**config.mk**
```make
export PLATFORM = sky130hd
export DESIGN_NAME = nfa_closure
export DESIGN_NICKNAME = d
export VERILOG_FILES = /design/src/rtl/core/nfa_pkg.sv /design/src/rtl/core/nfa_closure.sv
export SDC_FILE = /design/constraint.sdc
export NUM_CORES = 1
export LEC_CHECK = 0
export BUFFER_PORTS_ARGS = -buffer_cell sky130_fd_sc_hd__clkbuf_2
export CAP_MARGIN = 15
export CORE_ASPECT_RATIO = 1.4
export CORE_MARGIN = 10
export CORE_UTILIZATION = 47
export DETAILED_ROUTE_END_ITERATION = 10
export SYNTH_ARGS = -nofsm -noshare
export SYNTH_HDL_FRONTEND = slang
export SYNTH_SLANG_ARGS = --single-unit
```
**constraint.sdc**
```tcl
create_clock -name i_clk -period 9.4 [get_ports i_clk]
set_input_delay 1.88 -clock i_clk [delete_from_list [all_inputs] [get_ports i_clk]]
set_output_delay 1.88 -clock i_clk [all_outputs]
set_load 0.005 [all_outputs]
```
**src/rtl/core/nfa_pkg.sv**
```systemverilog
package nfa_pkg;

    localparam int NUM_STATES  = 32;
    localparam int SYMBOL_BITS = 8;
    localparam int STATE_W     = $clog2(NUM_STATES);
    localparam int SYM_ROWS    = NUM_STATES << SYMBOL_BITS;
    localparam int SYM_AW      = STATE_W + SYMBOL_BITS;

    typedef logic [NUM_STATES-1:0]  t_mask;
    typedef logic [STATE_W-1:0]     t_state_idx;
    typedef logic [SYMBOL_BITS-1:0] t_symbol;
    typedef logic [SYM_AW-1:0]      t_sym_addr;
    typedef logic [1:0]             t_mode;

    localparam t_mode MODE_SYM_ROW = 2'd0;
    localparam t_mode MODE_EPS_ROW = 2'd1;
    localparam t_mode MODE_RESTART = 2'd2;
    localparam t_mode MODE_STEP    = 2'd3;

    localparam logic CFG_ENTRY  = 1'b0;
    localparam logic CFG_ACCEPT = 1'b1;

    localparam t_state_idx LAST_STATE = t_state_idx'(NUM_STATES - 1);

    typedef struct packed {
        logic       en;
        t_state_idx idx;
        t_mask      data;
    } t_eps_wr;

    typedef struct packed {
        logic      en;
        t_sym_addr addr;
        t_mask     data;
    } t_sym_wr;

endpackage

```
**src/rtl/core/nfa_closure.sv**
```systemverilog
module nfa_closure (
    input  logic            i_clk,
    input  logic            i_rst_n,
    input  nfa_pkg::t_eps_wr i_eps_wr,
    input  logic            i_start,
    input  nfa_pkg::t_mask  i_seed,
    output logic            o_done,
    output nfa_pkg::t_mask  o_set
);
    import nfa_pkg::*;

    t_mask               eps_mem [NUM_STATES];
    logic [NUM_STATES-1:0] r_vbits;
    t_mask               r_rd_data;
    logic                r_rd_vbit;
    logic                r_busy;
    logic                r_issue;
    logic                r_chk_vld;
    logic                r_changed;
    logic                r_done;
    t_state_idx          r_idx;
    t_state_idx          r_chk_idx;
    t_mask               r_set;
    t_mask               row;
    t_mask               n_set;
    logic                grew;
    logic                last_chk;

    always_ff @(posedge i_clk) begin
        if (i_eps_wr.en) begin
            eps_mem[i_eps_wr.idx] <= i_eps_wr.data;
        end
        r_rd_data <= eps_mem[r_idx];
        r_rd_vbit <= r_vbits[r_idx];
    end

    always_ff @(posedge i_clk) begin
        if (!i_rst_n) begin
            r_vbits <= '0;
        end else if (i_eps_wr.en) begin
            r_vbits[i_eps_wr.idx] <= 1'b1;
        end
    end

    always_comb begin
        row      = r_rd_vbit ? r_rd_data : '0;
        n_set    = r_set | (r_set[r_chk_idx] ? row : '0);
        grew     = (n_set != r_set);
        last_chk = r_chk_vld && (r_chk_idx == LAST_STATE);
    end

    always_ff @(posedge i_clk) begin
        if (!i_rst_n) begin
            r_busy    <= 1'b0;
            r_issue   <= 1'b0;
            r_chk_vld <= 1'b0;
            r_changed <= 1'b0;
            r_done    <= 1'b0;
            r_idx     <= '0;
        end else begin
            r_done <= 1'b0;
            if (i_start) begin
                r_busy    <= 1'b1;
                r_issue   <= 1'b1;
                r_idx     <= '0;
                r_chk_vld <= 1'b0;
                r_changed <= 1'b0;
            end else if (r_busy) begin
                r_chk_vld <= r_issue;
                if (r_issue) begin
                    r_idx <= r_idx + 1'b1;
                    if (r_idx == LAST_STATE) begin
                        r_issue <= 1'b0;
                    end
                end
                if (r_chk_vld) begin
                    r_changed <= r_changed | grew;
                end
                // end of a pass: another pass if anything was added
                if (last_chk) begin
                    if (r_changed || grew) begin
                        r_issue   <= 1'b1;
                        r_idx     <= '0;
                        r_changed <= 1'b0;
                    end else begin
                        r_busy <= 1'b0;
                        r_done <= 1'b1;
                    end
                end
            end
        end
    end

    always_ff @(posedge i_clk) begin
        r_chk_idx <= r_idx;
        if (i_start) begin
            r_set <= i_seed;
        end else if (r_chk_vld) begin
            r_set <= n_set;
        end
    end

    assign o_done = r_done;
    assign o_set  = r_set;

`ifndef ASSERT_OFF
    a_set_grows: assert property (@(posedge i_clk) disable iff (!i_rst_n)
        r_busy |=> ((r_set & $past(r_set)) == $past(r_set)))
        else $error("closure set lost a state");
    a_start_idle: assert property (@(posedge i_clk) disable iff (!i_rst_n)
        i_start |-> !r_busy)
        else $error("closure restarted while busy");
    a_done_idle: assert property (@(posedge i_clk) disable iff (!i_rst_n)
        o_done |-> !r_busy)
        else $error("closure done while busy");
    a_chk_busy: assert property (@(posedge i_clk) disable iff (!i_rst_n)
        r_chk_vld |-> r_busy)
        else $error("row check outside a closure");
`endif

endmodule

```
==> impl_metrics.ini <==
[cts]
cts_tree = built
clock_sinks = 1136
post_cts_resized = 0
clk_latency_ns = 0.70
numCtsBuffers = 104
post-cts-setup-buffer-count = 0
htreeDepth = 3
clock_path_buffers = 3
cts_root_buf = clkbuf_16
clkSlewWorstSetupHoldPaths_ns = 0.06
hold_buffers = 0

[global_route]
gr-total-overflow = 0
antenna_found_initial = 9
grt_pass1_wl_mm = 157.6
grt_pass1_vias = 21055
grt_start_max_net_pins = 97
globalRouteTotalUtil_pct = 20.62

[worst_setup_path]
required_ns = 9.96
end_kind = register
worstPathArrival_ns = 4.18
worstSetupPathType = reg -> reg
crit_chain = buf_4, buf_4, mux4_2, mux4_2, mux2_2
crit_fanout = 57
startpoint_type = register
worst_path_largest_cell_delay_ns = 0.92
slowest_stage = dfxtp_4

[synth]
yosysWarnings = 0
synth_fp_nets = 2004
synth_edf_count = 1056
ys_types = 42
synthTopCellsByArea = edfxtp_1 73%, mux4_2 17%, dfxtp_1 3.7%, mux2_2 0.96%, o31a_1 0.64%
synthArstFlopShare_pct = 0
syn_area_mm2 = 0.04362
ys.flop_type = edfxtp_1
yosysTopAreaCell = edfxtp_1
synth_top_area_share_pct = 72.69
synth.yosys.seq_area_share_pct = 76.37
postSynthAreaPerCell_um2 = 22.61
synth_cells = 1929
yosys_register_bits = 1136

[pwr]
total_power_mw = 10.18
p_per_area_mw_per_mm2 = 206.1
p_leak_nw = 14.97
max-vdd-ir-drop_uv = 144.8

[timing]
post-route-min-period_ns = 3.617
min_period_over_period_pct = 38.48
max_freq_ghz = 0.2765
hold_viol = 0
setup_violations = 0
fin_setup_tns_ns = 0
fin_worst_skew_ns = 0.02161
slew_headroom_pct = 23.18
slew_violations = 0
worst_pin_slew_ns = 1.150
rsz0062_at_grt = no

[cells_and_area]
area_growth_pct = 13.16
fillers = 6944
final_nets = 2156
layout-drive-gt1-share_pct = 33.93

[run_status]
status = completed

[routing]
routed_wl_mm = 108.8
via_count = 20421
antenna_left = 0
wl_per_cell_um = 32.24
vias_per_cell = 6.049
route.detailed.drc = 0
dr.pass1.iters = 5
drtIter0Drc = 1881

[placement]
dp_hpwl_mm = 68.96
routabilityCongestion = 0.8537
io_buffer_count = 105

[die]
die_area_mm2 = 0.1056
dieWidth_um = 277.5
dieHeight_um = 380.5
top_level_ports = 106
rows = 132
core_area_mm2 = 0.09232
initial_core_util_pct = 47.25

[run]
maxCapViolations = 0

[worst_hold_path]
min_path_type = reg -> reg
-- sequential cells by signal, indices dropped and copies added, names as in the netlist --
register   flops
o_set         32
r_rd_vbit      1
eps_mem     1024
r_rd_data     32
r_issue        1
r_vbits       32
o_done         1
r_chk_idx      5
r_busy         1
r_chk_vld      1
r_idx          5
r_changed      1
-- cells in the mapped netlist, types with 2 or more instances --
cell type  number
buf_2          32
nor4_1          2
o21ai_0         2
or3b_2          2
nand2_1        46
nand4_1         2
ha_1            2
mux2_2         37
o31a_1         32
o2111ai_1       2
nand3_1         6
buf_1           7
o21a_1         33
edfxtp_1     1056
xor2_1          2
clkbuf_1       61
a21oi_1        36
nor3_1          6
dfxtp_1        80
nor2_1         40
nand3b_1        5
buf_6           3
inv_1           9
mux4_2        334
and3_1          2
buf_4           4
nand2b_1       36
nor2b_1        24
a2111oi_0       8
or3_1           2
mux2i_1         4
or2_2           2
-- metal layers --
layer  vias to the layer above  global-route usage (%)  wire length, µm
li1                       8448                       -                -
met1                     11140                   26.77            42900
met2                       680                   35.00            56530
met3                       139                   3.382             6203
met4                        14                   6.875             3115
met5                         -                       0               91
-- critical path, delay by kind of cell (launching register included) --
family	cells	cell delay, ns
buffers and inverters	2	1.13
DFF	1	0.92
muxes	3	1.34
-- where the power goes --
group	internal, mW	switching [mW]	total (mW)	leakage, nW
combinational	0.103	0.200	0.302	3.11
sequential	5.60	0.0355	5.63	10.2
clock	2.39	1.85	4.24	1.67
-- area by class of cell --
type | count | area (µm²) | share of cell area (%)
Sequential cell | 1136 | 33330 | 67.52
Multi-Input combinational cell | 677 | 10040 | 20.34
Clock buffer | 127 | 2814 | 5.700
Tap cell | 1206 | 1509 | 3.057
Timing Repair Buffer | 153 | 1018 | 2.063
Clock inverter | 67 | 619.3 | 1.255
Inverter | 9 | 33.78 | 0.06844
Antenna cell | 1 | 2.502 | 0.005069
-- logic make-up after synthesis --
| family | share of synthesized area, % |
|---|---|
| simple gates | 2.065 |
| xor+xnor | 0.06025 |
| compound gates | 1.985 |
| buf+inv | 1.176 |
| fa+ha+maj | 0.05736 |
| flops | 76.37 |
| mux | 18.29 |
-- final timing paths --
check / start / to / slack, ns / cells past startpoint
worst max-delay path: r_idx[1] / r_rd_data[7] / 5.78 / 5
worst min-delay path: r_vbits[14] / r_vbits[14] / 0.46 / 1
worst max register to register: r_idx[1] / r_rd_data[7] / 5.78 / 5
worst min register to register: r_vbits[14] / r_vbits[14] / 0.46 / 1
-- stage by stage --
| step | setup slack [ns] | area, µm² | cells | util, % | hold slack, ns |
|---|---|---|---|---|---|
| 2_1_floorplan | 5.053 | 43620 | 1929 | - | 0.3258 |
| 3_3_place_gp | 5.008 | 45760 | 3173 | 49.57 | 0.4414 |
| 3_5_place_dp | 5.064 | 45860 | 3178 | 49.67 | 0.4476 |
| 4_1_cts | 5.725 | 49290 | 3372 | 53.39 | 0.4633 |
| 5_1_grt | 5.647 | 49360 | 3375 | 53.47 | 0.4826 |
| 6_report | 5.783 | 49360 | 3376 | 53.47 | 0.4595 |
-- cells in the final DEF, fill, tap and decap left out, types with 27 or more instances in the layout --
master and count:
nor2_4 32, edfxtp_1 1056, dfxtp_1 75, clkinv_2 27, o21a_1 33, o31a_1 32
mux4_2 334, clkbuf_2 105, mux2_2 37, clkbuf_16 108, buf_4 38, nand2_1 46
a21oi_1 36, nand2b_1 36
(Power assumes the default switching activity.)
